===== src/rtl/dssw_pkg.sv =====
// ----------------------------------------------------------------------------
// dssw_pkg
// Shared types, constants and segment tables for the decimal display writer.
// ----------------------------------------------------------------------------
package dssw_pkg;

  localparam int DIGIT_COUNT = 8;
  localparam int IDX_W       = (DIGIT_COUNT > 1) ? $clog2(DIGIT_COUNT) : 1;
  localparam int BCD_W       = DIGIT_COUNT * 4;
  localparam int VALUE_W     = 32;
  localparam int BIT_CNT_W   = $clog2(VALUE_W);

  localparam logic [VALUE_W-1:0] FULL_MAX = VALUE_W'(10 ** DIGIT_COUNT - 1);
  localparam logic [VALUE_W-1:0] NEG_MAX  = VALUE_W'(10 ** (DIGIT_COUNT - 1) - 1);

  localparam logic [7:0] SEG_POINT = 8'h80;
  localparam logic [7:0] SEG_MINUS = 8'h40;

  typedef enum logic [1:0] {
    ST_IDLE,
    ST_CONV,
    ST_EMIT
  } state_t;

  function automatic logic [7:0] digit_seg(input logic [3:0] d);
    logic [7:0] s;
    unique case (d)
      4'd0:    s = 8'h3F;
      4'd1:    s = 8'h06;
      4'd2:    s = 8'h5B;
      4'd3:    s = 8'h4F;
      4'd4:    s = 8'h66;
      4'd5:    s = 8'h6D;
      4'd6:    s = 8'h7D;
      4'd7:    s = 8'h07;
      4'd8:    s = 8'h7F;
      4'd9:    s = 8'h6F;
      default: s = 8'h00;
    endcase
    return s;
  endfunction

  // "Error" followed by blanks
  function automatic logic [7:0] error_seg(input logic [2:0] j);
    logic [7:0] s;
    unique case (j)
      3'd0:    s = 8'h79;
      3'd1:    s = 8'h50;
      3'd2:    s = 8'h50;
      3'd3:    s = 8'h5C;
      3'd4:    s = 8'h50;
      default: s = 8'h00;
    endcase
    return s;
  endfunction

endpackage


===== src/rtl/decimal_to_seven_segment_writer.sv =====
// ----------------------------------------------------------------------------
// decimal_to_seven_segment_writer
// Converts a number to decimal with a bit-serial double-dabble and emits one
// display-RAM write per digit position.
// ----------------------------------------------------------------------------
// channel   handshake            payload
// in        in_valid/in_ready    action, value, dot_mask
// out       out_valid/out_ready  grid_address, segments, last_write
//
// a number goes through a load in idle, the double-dabble loop with one shift
// per magnitude bit, then one write per cycle while out_ready is high.
// an out-of-range number skips the conversion and goes straight to the writes.
// in_ready is high only in idle; a stall on out_ready holds the current write.
// rst clears the state machine; the datapath registers need no reset.
// ----------------------------------------------------------------------------
module decimal_to_seven_segment_writer
  import dssw_pkg::*;
(
  input  logic               clk,
  input  logic               rst,
  input  logic               in_valid,
  output logic               in_ready,
  input  logic               action,
  input  logic [VALUE_W-1:0] value,
  input  logic [7:0]         dot_mask,
  output logic               out_valid,
  input  logic               out_ready,
  output logic [3:0]         grid_address,
  output logic [7:0]         segments,
  output logic               last_write
);

  state_t               state, state_next;
  logic [BIT_CNT_W-1:0] bit_cnt;
  logic [IDX_W-1:0]     idx;
  logic [VALUE_W-1:0]   mag;
  logic [BCD_W-1:0]     bcd;
  logic [BCD_W-1:0]     bcd_adj;
  logic [7:0]           dots;
  logic                 err;
  logic                 neg;

  logic                 in_neg;
  logic [VALUE_W-1:0]   in_mag;
  logic                 in_err;
  logic                 last_idx;
  logic [IDX_W-1:0]     pos;

  assign in_neg   = action & value[VALUE_W-1];
  assign in_mag   = in_neg ? (~value + VALUE_W'(1)) : value;
  assign in_err   = in_neg ? (in_mag > NEG_MAX) : (value > FULL_MAX);
  assign last_idx = (idx == IDX_W'(DIGIT_COUNT - 1));

  // add 3 to every digit of 5 or more before the shift
  always_comb begin
    for (int d = 0; d < DIGIT_COUNT; d++) begin
      if (bcd[d*4 +: 4] >= 4'd5) begin
        bcd_adj[d*4 +: 4] = bcd[d*4 +: 4] + 4'd3;
      end else begin
        bcd_adj[d*4 +: 4] = bcd[d*4 +: 4];
      end
    end
  end

  always_ff @(posedge clk) begin
    if (rst) begin
      state <= ST_IDLE;
    end else begin
      state <= state_next;
    end
  end

  always_comb begin
    state_next = state;
    in_ready   = 1'b0;
    out_valid  = 1'b0;
    unique case (state)
      ST_IDLE: begin
        in_ready = 1'b1;
        if (in_valid) begin
          state_next = in_err ? ST_EMIT : ST_CONV;
        end
      end
      ST_CONV: begin
        if (bit_cnt == BIT_CNT_W'(VALUE_W - 1)) begin
          state_next = ST_EMIT;
        end
      end
      ST_EMIT: begin
        out_valid = 1'b1;
        if (out_ready && last_idx) begin
          state_next = ST_IDLE;
        end
      end
      default: state_next = ST_IDLE;
    endcase
  end

  always_ff @(posedge clk) begin
    unique case (state)
      ST_IDLE: begin
        if (in_valid) begin
          mag     <= in_mag;
          bcd     <= '0;
          dots    <= dot_mask;
          err     <= in_err;
          neg     <= in_neg;
          bit_cnt <= '0;
          idx     <= '0;
        end
      end
      ST_CONV: begin
        bcd     <= {bcd_adj[BCD_W-2:0], mag[VALUE_W-1]};
        mag     <= {mag[VALUE_W-2:0], 1'b0};
        bit_cnt <= bit_cnt + BIT_CNT_W'(1);
      end
      ST_EMIT: begin
        if (out_ready) begin
          bcd  <= {4'd0, bcd[BCD_W-1:4]};
          dots <= {1'b0, dots[7:1]};
          idx  <= idx + IDX_W'(1);
        end
      end
      default: begin
      end
    endcase
  end

  // error pattern runs left to right, digits run right to left
  assign pos          = err ? idx : (IDX_W'(DIGIT_COUNT - 1) - idx);
  assign grid_address = 4'({pos, 1'b0});
  assign last_write   = last_idx;

  always_comb begin
    if (err) begin
      segments = error_seg(3'(idx));
    end else if (neg && last_idx) begin
      segments = SEG_MINUS;
    end else if (dots[0]) begin
      segments = digit_seg(bcd[3:0]) | SEG_POINT;
    end else begin
      segments = digit_seg(bcd[3:0]);
    end
  end

endmodule


===== config.mk =====
export PLATFORM = sky130hd
export DESIGN_NAME = decimal_to_seven_segment_writer
export DESIGN_NICKNAME = d
export VERILOG_FILES = /design/src/rtl/dssw_pkg.sv /design/src/rtl/decimal_to_seven_segment_writer.sv
export SDC_FILE = /design/constraint.sdc
export NUM_CORES = 1
export LEC_CHECK = 0
export ABC_AREA = 1
export BUFFER_PORTS_ARGS = -buffer_cell sky130_fd_sc_hd__buf_2
export CORE_ASPECT_RATIO = 0.8
export CORE_MARGIN = 3
export CORE_UTILIZATION = 37
export DETAILED_ROUTE_END_ITERATION = 10
export MAX_ROUTING_LAYER = met4
export SETUP_SLACK_MARGIN = 0.05
export SYNTH_ARGS = -nofsm -noshare
export SYNTH_HDL_FRONTEND = slang
export SYNTH_SLANG_ARGS = --single-unit

===== constraint.sdc =====
create_clock -name clk -period 5.5 [get_ports clk]
set_input_delay 1.65 -clock clk [delete_from_list [all_inputs] [get_ports clk]]
set_output_delay 1.65 -clock clk [all_outputs]
set_load 0.05 [all_outputs]

==> results of run 1 <==
-- worst paths after layout --
| kind | endpoint | depth (start not counted) | slack [ns] | from |
|---|---|---|---|---|
| max | segments[6] | 7 | 1.86 | idx[0] |
| min | state[0] | 2 | 0.50 | state[0] |
| max reg2reg | register | 13 | 2.24 | state[1] |
| min reg2reg | state[0] | 2 | 0.50 | state[0] |
-- logic make-up after synthesis --
kind of cell / Yosys count / share of synthesized area (%)
AOI/OAI and AO/OA: 128 / 12.1
xor gates and xnor gates: 18 / 2.55
adders and majority gates: 34 / 6.89
buffers and inverters: 123 / 7.88
DFF: 91 / 42.8
other: 1 / 0.0607
and+or+nand+nor: 391 / 27.7
-- flip-flops by register name, summed over array words and instances, names as in the netlist, named ones only --
register / cells
idx: 3
state: 2
bcd: 32
mag: 32
dots: 8
neg: 1
err: 1
bit_cnt: 5
-- cells in the mapped netlist (all sizes together) --
| cell | n |
|---|---|
| a211oi | 1 |
| edfxtp | 82 |
| nand3 | 44 |
| or2 | 4 |
| conb | 1 |
| o21bai | 1 |
| nor3 | 4 |
| clkinv | 4 |
| o211ai | 6 |
| nand4 | 5 |
| and2 | 1 |
| and3 | 1 |
| o41ai | 1 |
| clkbuf | 13 |
| buf | 5 |
| a21oi | 17 |
| dfxtp | 9 |
| o21ai | 66 |
| xor2 | 12 |
| a22o | 1 |
| o22ai | 13 |
| inv | 101 |
| nand3b | 3 |
| nand2 | 208 |
| a31oi | 15 |
| ha | 34 |
| nor4 | 2 |
| nor2 | 119 |
| xnor2 | 6 |
| o32ai | 7 |
-- where the power goes --
part           internal [mW]  leakage [nW]  switching, mW
logic                  0.169          2.02          0.391
clock network          0.347         0.145          0.254
registers              0.897         0.876         0.0571
-- cell type report --
type | instances | area share [%]
clock inverters | 3 | 0.286
multi-input cells | 572 | 43.7
well taps | 215 | 3.85
repair buffers | 64 | 4.80
inverters | 105 | 5.66
flip-flops and latches | 91 | 37.8
clock buffers | 13 | 3.88
-- cells in the final DEF (no fill, tap or decap), types with 15 or more instances in the layout --
cell type,instances
sky130_fd_sc_hd__a21oi_1,15
sky130_fd_sc_hd__a31oi_1,15
sky130_fd_sc_hd__buf_2,58
sky130_fd_sc_hd__edfxtp_1,82
sky130_fd_sc_hd__ha_1,34
sky130_fd_sc_hd__inv_1,97
sky130_fd_sc_hd__nand2_1,192
sky130_fd_sc_hd__nand3_1,41
sky130_fd_sc_hd__nor2_1,104
sky130_fd_sc_hd__o21ai_0,60
-- critical path: stages, from the launching register on --
cell                       delay [ns]
sky130_fd_sc_hd__edfxtp_1        0.47
sky130_fd_sc_hd__ha_1            0.27
sky130_fd_sc_hd__ha_1            0.24
sky130_fd_sc_hd__nand2_1         0.18
sky130_fd_sc_hd__nand2_1         0.13
sky130_fd_sc_hd__nor2_1          0.10
sky130_fd_sc_hd__nor2_1          0.05
sky130_fd_sc_hd__buf_2           0.22
-- stage by stage --
stage / instance area, um2 / setup slack [ns]
floorplan: 6170 / 0.405
detailed placement: 6700 / 1.75
finish: 6990 / 1.86
global route: 6990 / 1.74
CTS: 6990 / 1.84
global placement: 6700 / 1.78
-- layer usage --
metal	up-vias	wire, um	part of all wire [%]
met5	-	0	0
met4	0	72	0.53
met3	5	739	5.4
met2	123	5230	38
met1	2306	7570	56
li1	2714	-	-
==> impl_metrics.env, run 1 <==
export IMPL_criticalPathCategory="register to output port"
export IMPL_layout_core_utilization_pct=43.5
export IMPL_drt_iter0_drc=330
export IMPL_place_detailed_instances=1047
export IMPL_clock_skew_ns=0.00750
export IMPL_grt_first_pass_wirelength_mm=23.1
export IMPL_numClockSinks=91
export IMPL_path_clk_slew_ns=0.06
export IMPL_critPathMaxFanout=6
export IMPL_cts_made_buffers=9
export IMPL_fp_coreArea_um2=16100
export IMPL_die_height_um=122
export IMPL_place_port_buffers=58
export IMPL_rsz0062_at_grt="false"
export IMPL_final_seq_area_um2=2640
export IMPL_hold_path_class="register to register"
export IMPL_drc_errors=0
export IMPL_worst_slew_pin_slew_ns=0.957
export IMPL_initial_utilization_pct=38.5
export IMPL_finalMaxSlewViolations=0
export IMPL_gr_usage_all_layers_pct=16.0
export IMPL_n_antenna_cell=0
export IMPL_area_growth_syn_to_layout_pct=13.2
export IMPL_filler_cells=1640
export IMPL_met1_usage_pct=24.8
export IMPL_finish_net_count=922
export IMPL_final_setup_viol_count=0
export IMPL_grt_busiest_layer="met1"
export IMPL_worstSetupStartpointType="register"
export IMPL_final_period_minus_worst_setup_slack_ns=3.64
export IMPL_via_count=5148
export IMPL_routed_via_density=4.84
export IMPL_cp_data_required_time_ns=3.85
export IMPL_gr_ovfl_total=0
export IMPL_clk_insertion_delay_late_ns=0.34
export IMPL_leakage_nw=3.04
export IMPL_synth_warning_count=0
export IMPL_total_power_density_per_cell_area_nw_per_um2=303
export IMPL_crit_end_category="output port"
export IMPL_cap_violations=0
export IMPL_clock_fmax_mhz=275
export IMPL_post_cts_repair_setup_buffers=0
export IMPL_number_of_synthesized_register_bits=91
export IMPL_final_std_cells_w_o_fill=1063
export IMPL_h_tree_depth=3
export IMPL_synth_area_um2=6170
export IMPL_top_post_synthesis_cells_by_area="sky130_fd_sc_hd__edfxtp_1 40%, sky130_fd_sc_hd__nand2_1 12%, sky130_fd_sc_hd__ha_1 6.9%"
export IMPL_detailed_place_hpwl_mm=10.4
export IMPL_gp_congestion=0.941
export IMPL_max_vdd_ir_drop_mv=0.135
export IMPL_detail_route_antenna_nets=0
export IMPL_firstDrtPassIters=5
export IMPL_cts_resized_gates=0
export IMPL_grt_max_degree=42
export IMPL_first_global_vias=4736
export IMPL_cts_root_to_sink_buffers=2
export IMPL_layout_drive_gt1_share_pct=14.9
export IMPL_final_hold_viol_count=0
export IMPL_floorplan_rows=41
export IMPL_number_of_i_o_pins=60
export IMPL_area_taken_by_multi_input_logic_gates_um2=3060
export IMPL_design_die_area_um2=18300
export IMPL_post_synth_inst_count=786
export IMPL_synth_yosys_seq_area_share_pct=42.8
export IMPL_totalWireLength_mm=13.6
export IMPL_fin_worst_hold_slack_ns=0.504
export IMPL_ys_types=44
export IMPL_syn_area_per_cell_um2=7.86
export IMPL_final_min_period_over_clock_period_pct=66.1
export IMPL_antenna_found_initial=0
export IMPL_mappedNetlistNets=865
export IMPL_fin_setup_tns_ns=0
export IMPL_drt_wirelength_per_cell_um=12.8
export IMPL_slew_headroom_pct=36.1
export IMPL_grtUsageMet2_pct=21.8
export IMPL_cell_type_contributing_the_most_total_cell_area_after_synthesis="sky130_fd_sc_hd__edfxtp_1"
export IMPL_fp_dieW_um=150
export IMPL_groute_layer_met3_usage_pct=2.71
export IMPL_clockRootBuffer="sky130_fd_sc_hd__clkbuf_16"
export IMPL_synthDominantCellAreaShare_pct=39.9
export IMPL_tritoncts="done"
export IMPL_outcome="finished clean"
export IMPL_cts_hold_buffers=0
export IMPL_timing_critical_path_arrival_ns=1.99
export IMPL_finalPower_mw=2.11
No activity file was read; power rests on OpenSTA's default activity.
==> inputs of run 2 (changes only) <==
clock period = 2.9 ns   (was 5.5 ns; I/O delays follow)
==> run 2 against run 1 <==
Compared with the run above:
- largest cell class unchanged
- total power grew 91%
- cell count increased by 1.3%
- sequential power rose by 89%
- global-route usage grew 0.58 points
- critical endpoint unchanged
- clock skew hardly changed
- register-to-register slack got worse by 1.8 ns
- routed wire length up 2.8%
==> impl_metrics.env, run 2 (synthesis gave the netlist of run 1 again) <==
export IMPL_outcome="finished clean"
export IMPL_crit_end_category="output port"
export IMPL_fp_coreArea_um2=16100
export IMPL_path_clk_slew_ns=0.06
export IMPL_totalWireLength_mm=14.0
export IMPL_h_tree_depth=3
export IMPL_grt_first_pass_wirelength_mm=23.4
export IMPL_clockRootBuffer="sky130_fd_sc_hd__clkbuf_16"
export IMPL_timing_reg2reg_worst_path_depth=10
export IMPL_grt_max_degree=40
export IMPL_final_std_cells_w_o_fill=1077
export IMPL_timing_critical_path_arrival_ns=1.84
export IMPL_fp_dieW_um=150
export IMPL_leakage_nw=3.11
export IMPL_layout_drive_gt1_share_pct=17.1
export IMPL_firstDrtPassIters=5
export IMPL_final_setup_viol_count=0
export IMPL_drt_wirelength_per_cell_um=13.0
export IMPL_drc_errors=0
export IMPL_tritoncts="done"
export IMPL_antenna_found_initial=0
export IMPL_clock_fmax_mhz=369
export IMPL_cap_violations=0
export IMPL_detailed_place_hpwl_mm=10.6
export IMPL_worstSetupStartpointType="register"
export IMPL_worst_slew_pin_slew_ns=0.506
export IMPL_final_period_minus_worst_setup_slack_ns=2.71
export IMPL_design_die_area_um2=18300
export IMPL_slew_headroom_pct=66.2
export IMPL_clock_skew_ns=0.00798
export IMPL_initial_utilization_pct=38.5
export IMPL_final_hold_viol_count=0
export IMPL_finalMaxSlewViolations=0
export IMPL_hold_path_class="register to register"
export IMPL_place_ws_ns=0.134
export IMPL_fin_worst_hold_slack_ns=0.503
export IMPL_final_cell_mix="189 x sky130_fd_sc_hd__nand2_1, 102 x sky130_fd_sc_hd__nor2_1, 97 x sky130_fd_sc_hd__inv_1"
export IMPL_area_growth_syn_to_layout_pct=15.4
export IMPL_place_detailed_instances=1058
export IMPL_critical_path_reg2reg_startpoint="state[0]"
export IMPL_critical_path_startpoint="idx[0]"
export IMPL_die_height_um=122
export IMPL_finalPower_mw=4.04
export IMPL_finish_net_count=936
export IMPL_rsz0062_at_grt="true"
export IMPL_final_min_period_over_clock_period_pct=93.4
export IMPL_routed_via_density=4.83
export IMPL_layout_core_utilization_pct=44.4
export IMPL_total_power_density_per_cell_area_nw_per_um2=567
export IMPL_setup_slack_ns=0.191
export IMPL_clk_insertion_delay_late_ns=0.35
export IMPL_detail_route_antenna_nets=0
export IMPL_r2r_setup_slack_ns=0.49
export IMPL_max_vdd_ir_drop_mv=0.254
export IMPL_mostFrequentLayoutCell="sky130_fd_sc_hd__nand2_1"
export IMPL_numClockSinks=91
export IMPL_gr_usage_all_layers_pct=16.6
export IMPL_cts_hold_buffers=0
export IMPL_cts_root_to_sink_buffers=2
export IMPL_place_port_buffers=58
export IMPL_first_global_vias=4683
export IMPL_critPathMaxFanout=6
export IMPL_number_of_i_o_pins=60
export IMPL_cts_made_buffers=9
export IMPL_via_count=5203
export IMPL_filler_cells=1609
export IMPL_drt_iter0_drc=423
export IMPL_largestRegisters="bcd: 32 flops, mag: 32 flops, dots: 8 flops"
export IMPL_hold_path_depth=2
export IMPL_worst_setup_path_endpoint="segments[6]"
export IMPL_floorplan_rows=41
export IMPL_gp_congestion=0.913
export IMPL_gr_ovfl_total=0
export IMPL_cp_data_required_time_ns=2.03
export IMPL_n_antenna_cell=0
export IMPL_criticalPathCategory="register to output port"
## run 2: power breakdown
| group | internal [mW] | switching [mW] | total (mW) |
|---|---|---|---|
| Combinational | 0.358 | 0.770 | 1.13 |
| Sequential | 1.70 | 0.0997 | 1.80 |
| Clock | 0.589 | 0.524 | 1.11 |
| Total | 2.65 | 1.39 | 4.04 |
## run 2: cell type report
| cell class | instances | area [um2] | area share [%] |
|---|---|---|---|
| clock inverters | 7 | 51.3 | 0.720 |
| flip-flops and latches | 91 | 2640 | 37.1 |
| inverters | 105 | 395 | 5.55 |
| repair buffers | 78 | 455 | 6.39 |
| clock buffers | 9 | 225 | 3.16 |
| multi-input cells | 572 | 3090 | 43.3 |
| well taps | 215 | 269 | 3.78 |
## run 2: through the flow
| step | area, um2 | setup TNS (ns) |
|---|---|---|
| after floorplan | 6210 | -0.00231 |
| after global placement | 6820 | 0 |
| after detailed placement | 6820 | 0 |
| after CTS | 7110 | 0 |
| after global routing | 7120 | 0 |
| final | 7120 | 0 |
## run 2: how the worst min path moves through the flow
stage                  start  endpoint  slack [ns]
global route        state[0]  state[0]        0.53
global placement    state[0]  state[0]        0.49
floorplan           state[0]  state[0]        0.47
finish              state[0]  state[0]        0.50
detailed placement  state[0]  state[0]        0.49
CTS                 state[0]  state[0]        0.50
## run 2: worst max-delay path: stages (launching register included)
cell                       delay [ns]
sky130_fd_sc_hd__edfxtp_1        0.40
sky130_fd_sc_hd__ha_1            0.23
sky130_fd_sc_hd__ha_1            0.24
sky130_fd_sc_hd__nand2_2         0.14
sky130_fd_sc_hd__nand2_1         0.11
sky130_fd_sc_hd__nor2_1          0.13
sky130_fd_sc_hd__nor2_2          0.05
sky130_fd_sc_hd__buf_2           0.20
## run 2: what timing repair did
item	CTS	global route
setup endpoints to repair	6	10
gates resized for setup	2	1
setup buffers	1	2
endpoints found under the hold margin	0	0
cloned	0	0
## run 2: per-layer routing
metal	vias to the layer above	GRT usage [%]	share of wire, %
li1	2740	-	-
met4	0	4.00	1.2
met2	151	21.9	39
met3	10	3.61	6.2
met5	-	-	0
met1	2302	25.6	54
==> inputs of run 3 (changes only) <==
REMOVE_ABC_BUFFERS = 1   (was unset)
==> run 3 against run 2 <==
Compared with the run above:
- largest power group unchanged
- global-route usage increased by 0.14 points
- critical path type unchanged
- combinational power about the same
- clock-buffer cell count increased by 3
- design area unchanged
- critical path depth decreased by 2
- via count increased by 0.71%
- critical endpoint is now segments[4]
- core utilization unchanged
- cell count unchanged
- fmax decreased by 1.6%
- worst setup slack got worse by 0.044 ns
- first-iteration DRC count decreased by 21%
- worst hold slack improved by 0.0079 ns
==> impl_metrics.env, run 3 (synthesis gave the netlist of run 1 again) <==
export IMPL_fin_worst_hold_slack_ns=0.510
export IMPL_gp_congestion=0.915
export IMPL_mostFrequentLayoutCell="sky130_fd_sc_hd__nand2_1"
export IMPL_first_global_vias=4861
export IMPL_final_period_minus_worst_setup_slack_ns=2.75
export IMPL_via_count=5240
export IMPL_p_switching_mw=1.36
export IMPL_timing_reg2reg_worst_path_depth=11
export IMPL_place_ws_ns=0.120
export IMPL_criticalPathCategory="register to output port"
export IMPL_hold_path_class="register to register"
export IMPL_setup_slack_ns=0.147
export IMPL_detail_route_antenna_nets=0
export IMPL_finish_net_count=936
export IMPL_final_hold_viol_count=0
export IMPL_final_cell_mix="191 x sky130_fd_sc_hd__nand2_1, 104 x sky130_fd_sc_hd__nor2_1, 97 x sky130_fd_sc_hd__inv_1"
export IMPL_totalWireLength_mm=14.1
export IMPL_cts_root_to_sink_buffers=2
export IMPL_clk_insertion_delay_late_ns=0.34
export IMPL_gr_ovfl_total=0
export IMPL_drt_wirelength_per_cell_um=13.1
export IMPL_leakage_nw=3.11
export IMPL_detailed_place_hpwl_mm=10.8
export IMPL_drt_iter0_drc=336
export IMPL_power_clock_fraction_pct=28.7
export IMPL_grt_first_pass_wirelength_mm=24.0
export IMPL_antenna_found_initial=0
export IMPL_finalMaxSlewViolations=0
export IMPL_drc_errors=0
export IMPL_cap_violations=0
export IMPL_place_port_buffers=58
export IMPL_largestRegisters="bcd: 32 flops, mag: 32 flops, dots: 8 flops"
export IMPL_path_clk_slew_ns=0.07
export IMPL_filler_cells=1589
export IMPL_clock_fmax_mhz=363
export IMPL_initial_utilization_pct=38.5
export IMPL_clock_skew_ns=0.0108
export IMPL_area_growth_syn_to_layout_pct=15.4
export IMPL_fp_dieW_um=150
export IMPL_critPathMaxFanout=3
export IMPL_p_comb_share_pct=27.0
export IMPL_crit_end_category="output port"
export IMPL_routed_via_density=4.87
export IMPL_hold_path_depth=2
export IMPL_numClockSinks=91
export IMPL_floorplan_rows=41
export IMPL_gr_usage_all_layers_pct=16.7
export IMPL_cts_hold_buffers=0
export IMPL_max_vdd_ir_drop_mv=0.271
export IMPL_fp_coreArea_um2=16100
export IMPL_die_height_um=122
export IMPL_cp_data_required_time_ns=2.03
export IMPL_tritoncts="done"
export IMPL_netSwitchingFraction_pct=33.4
export IMPL_worstSetupStartpointType="register"
export IMPL_h_tree_depth=3
export IMPL_design_die_area_um2=18300
export IMPL_number_of_i_o_pins=60
export IMPL_total_power_density_per_cell_area_nw_per_um2=571
export IMPL_power_report_internal_total_mw=2.71
export IMPL_rsz0062_at_grt="false"
export IMPL_fin_setup_tns_ns=0
export IMPL_outcome="finished clean"
export IMPL_grt_max_degree=38
export IMPL_r2r_setup_slack_ns=0.49
export IMPL_clockRootBuffer="sky130_fd_sc_hd__clkbuf_16"
export IMPL_seq_power_share_pct=44.2
export IMPL_timing_critical_path_arrival_ns=1.88
export IMPL_layout_drive_gt1_share_pct=16.6
export IMPL_firstDrtPassIters=4
export IMPL_final_min_period_over_clock_period_pct=94.9
export IMPL_n_antenna_cell=0
export IMPL_final_setup_viol_count=0
export IMPL_cts_made_buffers=9
-- run 3: worst max-delay path: stages (launching register included) --
cell and delay [ns]:
sky130_fd_sc_hd__edfxtp_1 0.43, sky130_fd_sc_hd__ha_1 0.26, sky130_fd_sc_hd__ha_1 0.22, sky130_fd_sc_hd__nor4_2 0.34, sky130_fd_sc_hd__nor2_1 0.08, sky130_fd_sc_hd__buf_2 0.22
-- run 3: timing repair --
item | in CTS | in global routing
gates cloned | 0 | 0
gates resized for setup | 2 | 0
buffers inserted | 0 | 3
endpoints found under the setup margin | 6 | 8
-- run 3: per-layer routing --
layer	GRT usage, %	routed length, um	up-vias
met5	-	0	-
met4	2.97	97	0
met3	3.31	721	8
met2	22.8	5710	121
met1	25.8	7590	2366
li1	-	-	2745
-- run 3: layout make-up --
| type | instances | area, um2 | share of cell area (%) |
|---|---|---|---|
| sequential | 91 | 2640 | 37.1 |
| clock inverter | 4 | 31.3 | 0.439 |
| timing repair buffer | 78 | 453 | 6.36 |
| tap | 215 | 269 | 3.78 |
| clock buffer | 12 | 268 | 3.76 |
| inverter | 105 | 395 | 5.55 |
| multi-input combinational | 572 | 3070 | 43.0 |
-- run 3: power by group through the flow --
| stage | clock (mW) | combinational [mW] | sequential, mW |
|---|---|---|---|
| final | 1.17 | 1.10 | 1.80 |
| after global routing | 1.26 | 1.26 | 1.83 |
| after CTS | 1.20 | 1.09 | 1.80 |
| after global placement | 0 | 1.08 | 1.83 |
| after detailed placement | 0 | 1.08 | 1.83 |
| after floorplan | 0 | 0.784 | 1.81 |
-- run 3: worst paths after layout --
| kind | from | to |
|---|---|---|
| max | idx[0] | segments[4] |
| min | state[0] | state[0] |
| max reg2reg | state[0] | register |
| min reg2reg | state[0] | state[0] |
-- run 3: per-stage QoR --
| stage | total power, mW | instance area [um2] | util, % | std cells |
|---|---|---|---|---|
| final | 4.07 | 7120 | 44.4 | 1077 |
| after global routing | 4.34 | 7120 | 44.4 | 1077 |
| after floorplan | 2.59 | 6080 | - | 768 |
| after global placement | 2.91 | 6790 | 42.3 | 1058 |
| after detailed placement | 2.91 | 6790 | 42.3 | 1058 |
| after CTS | 4.10 | 7100 | 44.2 | 1074 |
